$ cat src/fmc_pkg.sv
// Package: frame layout constants, result kinds and the byte-wide CRC-32 update.
package fmc_pkg;

	localparam int POS_W     = 17;
	localparam int SEQ_W     = 32;
	localparam int CODE_W    = 16;
	localparam int CRC_W     = 32;

	localparam logic [POS_W-1:0] POS_SEQ_FIRST = POS_W'(4);
	localparam logic [POS_W-1:0] POS_SEQ_LAST  = POS_W'(7);
	localparam logic [POS_W-1:0] POS_LEN_HI    = POS_W'(14);
	localparam logic [POS_W-1:0] POS_LEN_LO    = POS_W'(15);
	localparam logic [POS_W-1:0] POS_RC_HI     = POS_W'(18);
	localparam logic [POS_W-1:0] POS_RC_LO     = POS_W'(19);
	localparam logic [POS_W-1:0] POS_PAYLOAD   = POS_W'(20);

	localparam int HDR_BYTES = 16;
	localparam int TRL_BYTES = 8;
	localparam int SFX_BYTES = 4;
	localparam int MIN_FRAME = 28;

	localparam logic [CRC_W-1:0] CRC_POLY = 32'hEDB8_8320;
	localparam logic [CRC_W-1:0] CRC_ONES = 32'hFFFF_FFFF;

	typedef enum logic [2:0] {
		KIND_PAYLOAD = 3'd0,
		KIND_OK      = 3'd1,
		KIND_CRC_ERR = 3'd2,
		KIND_DEV_ERR = 3'd3,
		KIND_LEN_ERR = 3'd4,
		KIND_TRUNC   = 3'd5
	} kind_t;

	// Reflected CRC-32, one byte, eight shift steps.
	function automatic logic [CRC_W-1:0] crc_byte(input logic [CRC_W-1:0] c_in,
			input logic [7:0] b);
		logic [CRC_W-1:0] c;
		c = c_in ^ {24'd0, b};
		for (int i = 0; i < 8; i++) begin
			c = c[0] ? ((c >> 1) ^ CRC_POLY) : (c >> 1);
		end
		return c;
	endfunction

endpackage

$ cat src/fmc_in_if.sv
// Input channel: one raw buffer byte per item.
interface fmc_in_if;
	logic       valid;
	logic       ready;
	logic [7:0] data_byte;
	logic       end_of_buffer;

	modport source(output valid, output data_byte, output end_of_buffer, input ready);
	modport sink(input valid, input data_byte, input end_of_buffer, output ready);
endinterface

$ cat src/fmc_out_if.sv
// Output channel: payload byte or end-of-frame status per item.
interface fmc_out_if;
	logic                          valid;
	logic                          ready;
	logic [2:0]                    out_kind;
	logic [7:0]                    out_byte;
	logic [fmc_pkg::SEQ_W-1:0]     seq_number;
	logic [fmc_pkg::CODE_W-1:0]    return_code;
	logic [fmc_pkg::POS_W-1:0]     frame_bytes;

	modport source(output valid, output out_kind, output out_byte, output seq_number,
		output return_code, output frame_bytes, input ready);
	modport sink(input valid, input out_kind, input out_byte, input seq_number,
		input return_code, input frame_bytes, output ready);
endinterface

$ cat src/framed_message_checker_crc32.sv
// Top level: CRC-32 checked frame deframer for a byte stream of back-to-back frames.
//
//   channel     dir   handshake      payload
//   frame_data  in    valid/ready    data_byte[7:0], end_of_buffer
//   result      out   valid/ready    out_kind[2:0], out_byte[7:0], seq_number[31:0],
//                                    return_code[15:0], frame_bytes[16:0]
//
// One byte per cycle sustained while the sink takes results. An item is
// registered in the input stage (_s1) and is then judged in one pass (header
// capture, one-byte CRC step, end-of-frame compare) into the result register.
// arst_n clears the frame state to the start of a new frame, CRC preset to
// all ones, and empties both stages.
// The input stage moves on whenever the result register is empty or being
// taken, so frame_data.ready drops only while result is held by the sink.
module framed_message_checker_crc32 (
	input  logic       clk,
	input  logic       arst_n,
	fmc_in_if.sink     frame_data,
	fmc_out_if.source  result
);

	localparam int PW = fmc_pkg::POS_W;
	localparam int CW = fmc_pkg::CRC_W;
	localparam int SW = fmc_pkg::SEQ_W;
	localparam int DW = fmc_pkg::CODE_W;

	// input stage
	logic        v_s1;
	logic [7:0]  byte_s1;
	logic        eob_s1;

	// frame state
	logic [PW-1:0] pos_q;
	logic [PW-1:0] len_q;
	logic [DW-1:0] code_q;
	logic [CW-1:0] crc_q;
	logic [CW-1:0] rcrc_q;
	logic [SW-1:0] seq_q;
	logic          discard_q;

	// result register
	logic           out_v_q;
	fmc_pkg::kind_t kind_q;
	logic [7:0]     obyte_q;
	logic [SW-1:0]  oseq_q;
	logic [DW-1:0]  orc_q;
	logic [PW-1:0]  ofb_q;

	logic in_acc;
	logic advance;
	logic step;

	// next state and result of the item in s1
	logic [PW-1:0]  pos_n;
	logic [PW-1:0]  len_n;
	logic [DW-1:0]  code_n;
	logic [CW-1:0]  crc_n;
	logic [CW-1:0]  rcrc_n;
	logic [SW-1:0]  seq_n;
	logic           discard_n;
	logic           emit;
	fmc_pkg::kind_t kind_n;
	logic [7:0]     obyte_n;
	logic [SW-1:0]  oseq_n;
	logic [DW-1:0]  orc_n;
	logic [PW-1:0]  ofb_n;

	// one bit wider so position + trailer never wraps
	logic [PW:0] p_x;
	logic [PW:0] len_x;
	logic        in_crc;
	logic        in_rcrc;
	logic        len_err;
	logic        frame_end;
	logic        new_frame;

	assign advance          = !out_v_q || result.ready;
	assign step             = v_s1 && advance;
	assign frame_data.ready = !v_s1 || advance;
	assign in_acc           = frame_data.valid && frame_data.ready;

	always_comb begin
		pos_n     = pos_q;
		len_n     = len_q;
		code_n    = code_q;
		crc_n     = crc_q;
		rcrc_n    = rcrc_q;
		seq_n     = seq_q;
		discard_n = discard_q;
		emit      = 1'b0;
		kind_n    = fmc_pkg::KIND_PAYLOAD;
		obyte_n   = 8'd0;
		ofb_n     = '0;
		new_frame = 1'b0;
		p_x       = {1'b0, pos_q};
		len_x     = '0;
		in_crc    = 1'b0;
		in_rcrc   = 1'b0;
		len_err   = 1'b0;
		frame_end = 1'b0;

		if (discard_q) begin
			// short frame: drop everything through end of buffer
			if (eob_s1) begin
				new_frame = 1'b1;
				discard_n = 1'b0;
			end
		end else begin
			if (pos_q >= fmc_pkg::POS_SEQ_FIRST && pos_q <= fmc_pkg::POS_SEQ_LAST) begin
				seq_n = {seq_q[SW-9:0], byte_s1};
			end else if (pos_q == fmc_pkg::POS_LEN_HI) begin
				len_n = {1'b0, byte_s1, 8'd0};
			end else if (pos_q == fmc_pkg::POS_LEN_LO) begin
				len_n = (len_q | {9'd0, byte_s1}) + PW'(fmc_pkg::HDR_BYTES);
			end else if (pos_q == fmc_pkg::POS_RC_HI || pos_q == fmc_pkg::POS_RC_LO) begin
				code_n = {code_q[DW-9:0], byte_s1};
			end

			len_x   = {1'b0, len_n};
			in_crc  = (p_x < (PW+1)'(fmc_pkg::HDR_BYTES)) ||
				(p_x + (PW+1)'(fmc_pkg::TRL_BYTES) < len_x);
			in_rcrc = p_x + (PW+1)'(fmc_pkg::SFX_BYTES) < len_x;

			if (in_crc) begin
				crc_n = fmc_pkg::crc_byte(crc_q, byte_s1);
			end else if (in_rcrc) begin
				rcrc_n = {rcrc_q[CW-9:0], byte_s1};
			end

			len_err   = (pos_q == fmc_pkg::POS_LEN_LO) &&
				(len_n < PW'(fmc_pkg::MIN_FRAME));
			frame_end = (p_x >= (PW+1)'(fmc_pkg::HDR_BYTES)) &&
				(p_x + (PW+1)'(1) == len_x);

			if (len_err) begin
				emit      = 1'b1;
				kind_n    = fmc_pkg::KIND_LEN_ERR;
				ofb_n     = len_n;
				new_frame = 1'b1;
				discard_n = !eob_s1;
			end else if (frame_end) begin
				// CRC and received CRC are both settled before the last byte
				emit      = 1'b1;
				ofb_n     = len_n;
				new_frame = 1'b1;
				if (code_n != '0) begin
					kind_n = fmc_pkg::KIND_DEV_ERR;
				end else if ((crc_q ^ fmc_pkg::CRC_ONES) == rcrc_q) begin
					kind_n = fmc_pkg::KIND_OK;
				end else begin
					kind_n = fmc_pkg::KIND_CRC_ERR;
				end
			end else if (eob_s1) begin
				emit      = 1'b1;
				kind_n    = fmc_pkg::KIND_TRUNC;
				ofb_n     = (pos_q >= fmc_pkg::POS_LEN_LO) ? len_n : '0;
				new_frame = 1'b1;
			end else begin
				pos_n = pos_q + PW'(1);
				if (pos_q >= fmc_pkg::POS_PAYLOAD &&
						(p_x + (PW+1)'(fmc_pkg::TRL_BYTES) < len_x) && code_n == '0) begin
					emit    = 1'b1;
					obyte_n = byte_s1;
				end
			end
		end

		// header fields as they stand after this byte
		oseq_n = seq_n;
		orc_n  = code_n;

		if (new_frame) begin
			pos_n  = '0;
			len_n  = '0;
			code_n = '0;
			crc_n  = fmc_pkg::CRC_ONES;
			rcrc_n = '0;
			seq_n  = '0;
		end
	end

	always_ff @(posedge clk or negedge arst_n) begin
		if (!arst_n) begin
			v_s1 <= 1'b0;
		end else if (in_acc) begin
			v_s1 <= 1'b1;
		end else if (advance) begin
			v_s1 <= 1'b0;
		end
	end

	always_ff @(posedge clk) begin
		if (in_acc) begin
			byte_s1 <= frame_data.data_byte;
			eob_s1  <= frame_data.end_of_buffer;
		end
	end

	always_ff @(posedge clk or negedge arst_n) begin
		if (!arst_n) begin
			pos_q     <= '0;
			len_q     <= '0;
			code_q    <= '0;
			crc_q     <= fmc_pkg::CRC_ONES;
			rcrc_q    <= '0;
			seq_q     <= '0;
			discard_q <= 1'b0;
		end else if (step) begin
			pos_q     <= pos_n;
			len_q     <= len_n;
			code_q    <= code_n;
			crc_q     <= crc_n;
			rcrc_q    <= rcrc_n;
			seq_q     <= seq_n;
			discard_q <= discard_n;
		end
	end

	always_ff @(posedge clk or negedge arst_n) begin
		if (!arst_n) begin
			out_v_q <= 1'b0;
		end else if (advance) begin
			out_v_q <= step && emit;
		end
	end

	always_ff @(posedge clk) begin
		if (step && emit) begin
			kind_q  <= kind_n;
			obyte_q <= obyte_n;
			oseq_q  <= oseq_n;
			orc_q   <= orc_n;
			ofb_q   <= ofb_n;
		end
	end

	assign result.valid       = out_v_q;
	assign result.out_kind    = kind_q;
	assign result.out_byte    = obyte_q;
	assign result.seq_number  = oseq_q;
	assign result.return_code = orc_q;
	assign result.frame_bytes = ofb_q;

endmodule

$ cat src/flat_wrapper.sv
// flat-port wrapper written by rule: the top's interface ports become plain ports
module framed_message_checker_crc32_flat 
  (clk, arst_n, frame_data_valid, frame_data_data_byte, frame_data_end_of_buffer, frame_data_ready, result_valid, result_out_kind, result_out_byte, result_seq_number, result_return_code, result_frame_bytes, result_ready);
  fmc_in_if frame_data_i ();
  fmc_out_if result_i ();
  input  logic clk;
  input  logic arst_n;
  input wire logic [$bits(frame_data_i.valid)-1:0] frame_data_valid;
  input wire logic [$bits(frame_data_i.data_byte)-1:0] frame_data_data_byte;
  input wire logic [$bits(frame_data_i.end_of_buffer)-1:0] frame_data_end_of_buffer;
  output wire logic [$bits(frame_data_i.ready)-1:0] frame_data_ready;
  output wire logic [$bits(result_i.valid)-1:0] result_valid;
  output wire logic [$bits(result_i.out_kind)-1:0] result_out_kind;
  output wire logic [$bits(result_i.out_byte)-1:0] result_out_byte;
  output wire logic [$bits(result_i.seq_number)-1:0] result_seq_number;
  output wire logic [$bits(result_i.return_code)-1:0] result_return_code;
  output wire logic [$bits(result_i.frame_bytes)-1:0] result_frame_bytes;
  input wire logic [$bits(result_i.ready)-1:0] result_ready;
  assign frame_data_i.valid = frame_data_valid;
  assign frame_data_i.data_byte = frame_data_data_byte;
  assign frame_data_i.end_of_buffer = frame_data_end_of_buffer;
  assign frame_data_ready = frame_data_i.ready;
  assign result_valid = result_i.valid;
  assign result_out_kind = result_i.out_kind;
  assign result_out_byte = result_i.out_byte;
  assign result_seq_number = result_i.seq_number;
  assign result_return_code = result_i.return_code;
  assign result_frame_bytes = result_i.frame_bytes;
  assign result_i.ready = result_ready;
  framed_message_checker_crc32 u_core (.clk(clk), .arst_n(arst_n), .frame_data(frame_data_i), .result(result_i));
endmodule
$ cat config.mk
export PLATFORM = sky130hd
export DESIGN_NAME = framed_message_checker_crc32_flat
export DESIGN_NICKNAME = d
export VERILOG_FILES = /design/src/fmc_pkg.sv /design/src/fmc_in_if.sv /design/src/fmc_out_if.sv /design/src/framed_message_checker_crc32.sv /design/src/flat_wrapper.sv
export SDC_FILE = /design/constraint.sdc
export NUM_CORES = 1
export LEC_CHECK = 0
export ABC_AREA = 1
export BUFFER_PORTS_ARGS = -buffer_cell sky130_fd_sc_hd__buf_2
export CAP_MARGIN = 10
export CORE_MARGIN = 8
export CORE_UTILIZATION = 56
export CTS_CLUSTER_DIAMETER = 150
export DETAILED_ROUTE_END_ITERATION = 12
export PLACE_DENSITY = 0.89
export REMOVE_ABC_BUFFERS = 1
export SLEW_MARGIN = 10
export SYNTH_ARGS = -nofsm -noshare
export SYNTH_HDL_FRONTEND = slang
export SYNTH_SLANG_ARGS = --single-unit
export TNS_END_PERCENT = 50
$ cat constraint.sdc
create_clock -name clk -period 6 [get_ports clk]
set_clock_uncertainty 0.15 [all_clocks]
set_input_delay 0 -clock clk [delete_from_list [all_inputs] [get_ports clk]]
set_output_delay 0 -clock clk [all_outputs]
set_load 0.02 [all_outputs]
* After elaboration in Yosys (flattened, before gate mapping)
Index checks and enable logic that the tools add are counted. W data, S select, Z words.
Cells by class: eq/ne operators 11, add/sub/neg operators 5, multiplexer cells 59, order comparisons 9, bitwise logic cells 12, reduce and logical (&&, ||, !) cells 26
Operator list (count):
- $mux W32 | 18
- $mux W17 | 15
- $mux W16 | 7
- $not A13 Y14 | 8
- $lt A18 B17 Y1 | 2
- $eq A17 B4 Y1 const B | 2
- $eq A17 B5 Y1 const B | 2
- $ge A17 B5 Y1 const B | 2
- $lt A17 B5 Y1 const B | 2
- $eq A32 B32 Y1 | 1
- $not A32 Y32 | 1
- $xor A32 B8 Y32 | 1
- $add A17 B1 Y18 const B | 1
- $add A17 B3 Y18 const B | 1
- $add A17 B4 Y18 const B | 1
- $eq A18 B17 Y1 | 1
- $add A17 B1 Y17 const B | 1
- $add A17 B5 Y17 const B | 1
- $ge A17 B3 Y1 const B | 1
- $ge A17 B4 Y1 const B | 1
- $le A17 B3 Y1 const B | 1
- $or A17 B8 Y17 | 1
- $logic_not A16 Y1 | 1
- $reduce_bool A16 Y1 | 1
- other kinds (16) | 49
Word-level totals: input port bits 13, word-level logic and storage cells 139, flip-flop bits (word level) 234, output and inout bits 78

* Depth between registers and ports, before layout
word-level depth 20, mapped depth 30, gate-level depth less buffers 28

* Least setup slack after synthesis
Ideal clock, no wire load.
kind flip-flop to flip-flop, from register u_core.pos_q[4], to register u_core.ofb_q[0], in the netlist u_core.result.frame_bytes[0], enable pin, path slack -0.632 ns, path buffers 2, arrival 5.972 ns, stages on the path, launching flop included 22, clock period less this slack 6.632 ns, library setup time 0.510 ns, required time 5.340 ns, cells stage by stage dfrtp_1 buf_2 inv_1 ha_1 nand2_1 inv_1 nor3_2 nand3_1 nand2_4 buf_8 nand2_1 o21ai_2 ha_1 inv_1 nor2_1 nand3_1 a21oi_1 nor4_1 nand2_1 nor3_1 nor2_1 nor2_1
On the way: cells in the longest elaborated chain, start to end 15, elaborated cells between the ends (all ways) 35, classes of those cells 2 x add/sub; 6 x order compare; 5 x eq/ne; 14 x mux; 8 x reduce/logical
RTL lines:
- from (decl) | line framed_message_checker_crc32.sv:33 | logic [PW-1:0] pos_q;
- from (signal assigned) | line framed_message_checker_crc32.sv:209 | pos_q <= pos_n;
- parallel branches: the longest is 12 deep, another holds $lt A18 B17 Y1
- $mux W1 (*) | line framed_message_checker_crc32.sv:135 | if (len_err) begin
- $mux W1 (*) | line framed_message_checker_crc32.sv:102 | if (discard_q) begin
- $logic_and A1 B1 Y1 (*) | line framed_message_checker_crc32.sv:228 | if (step && emit) begin
- to (signal assigned) | line framed_message_checker_crc32.sv:233 | ofb_q <= ofb_n;
- to (decl) | line framed_message_checker_crc32.sv:47 | logic [PW-1:0] ofb_q;
Every way passes the cells marked *. The select of a mux whose other input is x is not followed. A chain may end at the register's enable or synchronous reset.

* Final worst setup path
from register u_core.pos_q[1], to register u_core.ofb_q[3], in the netlist u_core.result.frame_bytes[3], enable pin
The elaborated chain is that of the path after synthesis.

==> results.md <==
- The flow ran to the end, but the final reports show violations.
- The final reports fail on hold timing.
- For flop-to-flop paths, the worst setup slack is 0.95 ns.
- The count of instances resized after the clock tree is built is 0.
- For the final routed database, the setup TNS stands at 0 ns.
- The timing-limited maximum frequency is 197.9 MHz.
- Of the cells placed in the final design, the portion with a size suffix greater than 1 is 15.02%.
- For this block, the initial DRC count from the detailed router was 2012.
- The number of I/O pins is 91.
- After synthesis, the share of flip-flops with an asynchronous set or reset is 63.68%.
- The worst register-to-register path begins at u_core.pos_q[1].
- In this run, synthesis inferred 85 flip-flops with an integrated enable.
- The core region is 24890 um^2.
- Detailed placement finished with a half-perimeter wire length of 28620 um.
- The min-delay analysis places its worst path in the category input pin to asynchronous set/reset pin.
- The H-tree depth is 1.
- The TritonCTS clock tree is done.
- At the pin with the least slew margin, the transition time is 1.037 ns.
- The path depth of the worst reg2reg path is 22.
- The number of antenna violations at the first check in global routing is 0.
- The number of different library cells in the post-synthesis netlist is 51.
- The clock-pin transition on the worst setup and hold timing paths is 0.06 ns.
- The die is 174.1 um tall.
- In this run the core area contains 58 standard-cell rows.
- The wire length per cell is 19.48 um.
- Setup repair after global routing left no endpoint under its margin.
- The worst path needs 5.053 ns of the cycle, external delays included.
- The number of detailed-routing iterations run before antenna repair is 6.
- The power density normalized to cell area is 454.1 nW/um^2.
- The worst-case IR drop observed on VDD is 0.0002457 V.
- Headroom to the max-slew limit came out at 30.63%.
- The first-pass GRT wire length is 65940 um.
- The floorplan step defined a die boundary enclosing 30300 um^2.
- At the later pin of the worst-skew pair, clock insertion delay measures 0.56 ns.
- After detailed routing, the number of vias per cell comes to 5.953.
- The kind of start point of the critical path is a flip-flop.
- Synthesis handed over a netlist of 1718 instances.
- The residual overflow from global routing is 0.
- The final count of pins violating max slew is 0.
- The biggest area consumer among synthesized cells is dfrtp_1.
- The met2 track demand over resource is 43.68%.
- After synthesis, flip-flops and latches occupy 45.18% of the total area.
- The met1 routing resource usage after global routing is 34.97%.
- The detailed-route via count is 12700.
- The die boundary width is 174.1 um.
- The Yosys step of the flow raised 0 warnings.
- For this block, the routed nets add up to 41580 um of wire.
- Clock tree synthesis inserted a total of 25 buffers.
- The worst endpoint data arrival time is 5.10 ns.
- The final critical path takes up 84.22% of the cycle.
- The synthesized design contains 234 register bits.
- In this run the tool buffered the top-level ports with 90 buffer cells.
- Global routing consumed, over all layers together, 26.69% of the routing resources.
- The count of antenna diodes in the layout is 0.
- Once the floorplan was initialized, standard cells occupied 56.21% of the core.
- The most critical setup path has its endpoint at u_core.result.frame_bytes[3].
- Ranked by total cell area, the synthesized netlist is headed by dfrtp_1 (21%), edfxtp_1 (18%), nand2_1 (13%).
- The endpoint of the lowest-slack register-to-register path is u_core.result.frame_bytes[3].
- The net total in the final layout is 1838.
- The count of maximum capacitance violations is 0.
- The worst slack on hold paths is -0.02142 ns.
- The static leakage power is 7.356 nW.
- The pin count of the biggest net entering global routing is 96.
- The number of global-route vias before repair is 12160.
- The final hold violation count came to 9.
- STA classifies the critical path endpoint as a flip-flop.
- The root buffer cell is clkbuf_16.
- The critical path in this run is classified as flip-flop to flip-flop.
- Clock tree synthesis found a total of 234 sinks.
- The top cell types in the final layout, fill and taps aside, are nand2_1 (480), inv_1 (142), nand3_1 (132).
- Setup violations remaining at the end of the flow were counted as 0.
- The share of the synthesized area in the top cell type is 20.92%.
- The number of nets still failing antenna checks after routing is 0.
- The synthesized area per cell is 8.144 um^2.
- The origin of the worst setup path is u_core.pos_q[1].
- The routing layer with the top usage in global route is met2.
- The area growth from synthesis to layout is 11.53%.
- Global routing used 4.752% of the available met3 tracks.
- The area of the mapped netlist is 13990 um^2.
- The data required time of the critical path is 6.05 ns.
- In the synthesized netlist the dominant register cell turns out to be dfrtp_1.
- Leaving out fill and tap cells, the most frequent cell in the layout is nand2_1.
- After detailed routing, the number of remaining DRC violations is 0.
- The post-CTS setup buffer count is 0.
- The global placement routability congestion is 1.010.
- The largest fanout of any net on the critical path is 67.
- The clock passes through at most 3 buffers.
sequential cells by signal, summed over array words and instances (netlist names):
signal,count
u_core.result.out_kind,3
u_core.crc_q,32
u_core.result.out_byte,8
u_core.result.frame_bytes,17
u_core.code_q,16
u_core.result.valid,1
u_core.result.seq_number,32
u_core.eob_s1,1
u_core.rcrc_q,32
u_core.len_q,17
u_core.v_s1,1
u_core.byte_s1,8
u_core.discard_q,1
u_core.seq_q,32
u_core.result.return_code,16
u_core.pos_q,17
logic make-up after synthesis:
group,Yosys count,synth area share [%]
compound gates,202,7.985
xor+xnor,117,7.324
fa+ha+maj,40,3.577
buf+inv,231,7.243
flops,234,45.18
simple gates,894,28.70
what timing repair did:
action | 4_1_cts | 5_1_grt
endpoints found under the setup margin | 0 | 0
hold buffers | 14 | 0
endpoints found under the hold margin | 123 | 0
power breakdown:
group	internal (mW)	switching, mW	total, mW
clock network	1.04	0.705	1.74
logic	1.08	2.04	3.12
registers	1.99	0.233	2.22
synthesized netlist by cell type, types with 34 or more instances:
cell type / number
nand3_1: 132
ha_1: 40
inv_1: 142
edfxtp_1: 85
nor2_1: 119
o21ai_1: 43
dfrtp_1: 117
xor2_1: 79
xnor2_1: 38
o21ai_0: 72
nand4_1: 49
a21oi_1: 34
nand2_1: 481
routing by layer:
| layer | up-vias | wire (um) |
|---|---|---|
| met2 | 768 | 19480 |
| li1 | 5791 | - |
| met3 | 112 | 3886 |
| met1 | 6032 | 16770 |
| met4 | 0 | 1436 |
| met5 | - | 0 |
cell type report:
| type | instances | area (um^2) |
|---|---|---|
| Clock buffer | 25 | 625.6 |
| Clock inverter | 21 | 292.8 |
| Sequential cell | 234 | 6321 |
| Timing Repair Buffer | 115 | 691.9 |
| Tap cell | 330 | 412.9 |
| Multi-Input combinational cell | 1253 | 6675 |
| Inverter | 156 | 585.6 |
| Fill cell | 1923 | 9286 |
critical path, stage by stage, from the launching register on:
cell and delay [ns]:
dfrtp_1 0.46, ha_1 0.48, nand2_1 0.17, nor2_4 0.20
nand3_2 0.32, inv_2 0.26, nand2_1 0.09, nand3_1 0.09
nand3_1 0.10, nand2_1 0.29, ha_1 0.32, nand4_1 0.12
nor2_1 0.05, o21ai_1 0.07, nor2_1 0.05, nand2_1 0.06
nand3_1 0.09, nand2_1 0.10, nand2_1 0.11, nor3_1 0.23
nor2_1 0.12, nor2_4 0.36, buf_12 0.37
worst min path at each step:
stage,from,end,slack (ns)
5_1_grt,frame_data_data_byte[1],u_core.byte_s1[1],0.05
6_report,arst_n,u_core.seq_q[24],-0.02
3_5_place_dp,arst_n,u_core.seq_q[24],0.002
3_3_place_gp,arst_n,u_core.seq_q[24],0.01
4_1_cts,arst_n,u_core.seq_q[24],0.02
2_1_floorplan,arst_n,u_core.code_q[0],-0.45
stage by stage:
| stage | cell area [um^2] | instances | power [mW] | utilization (%) | worst slack (ns) |
|---|---|---|---|---|---|
| 6_report | 15610 | 2134 | 7.085 | 62.69 | 0.9467 |
| 5_1_grt | 15610 | 2134 | 7.516 | 62.69 | 0.5316 |
| 4_1_cts | 15610 | 2134 | 7.019 | 62.69 | 1.006 |
| 3_5_place_dp | 14550 | 2074 | 5.261 | 58.44 | 1.052 |
| 3_3_place_gp | 14550 | 2074 | 5.186 | 58.44 | 1.062 |
| 2_1_floorplan | 13560 | 1643 | 4.471 | - | -0.6812 |
No activity file was read; power rests on OpenSTA's default activity.
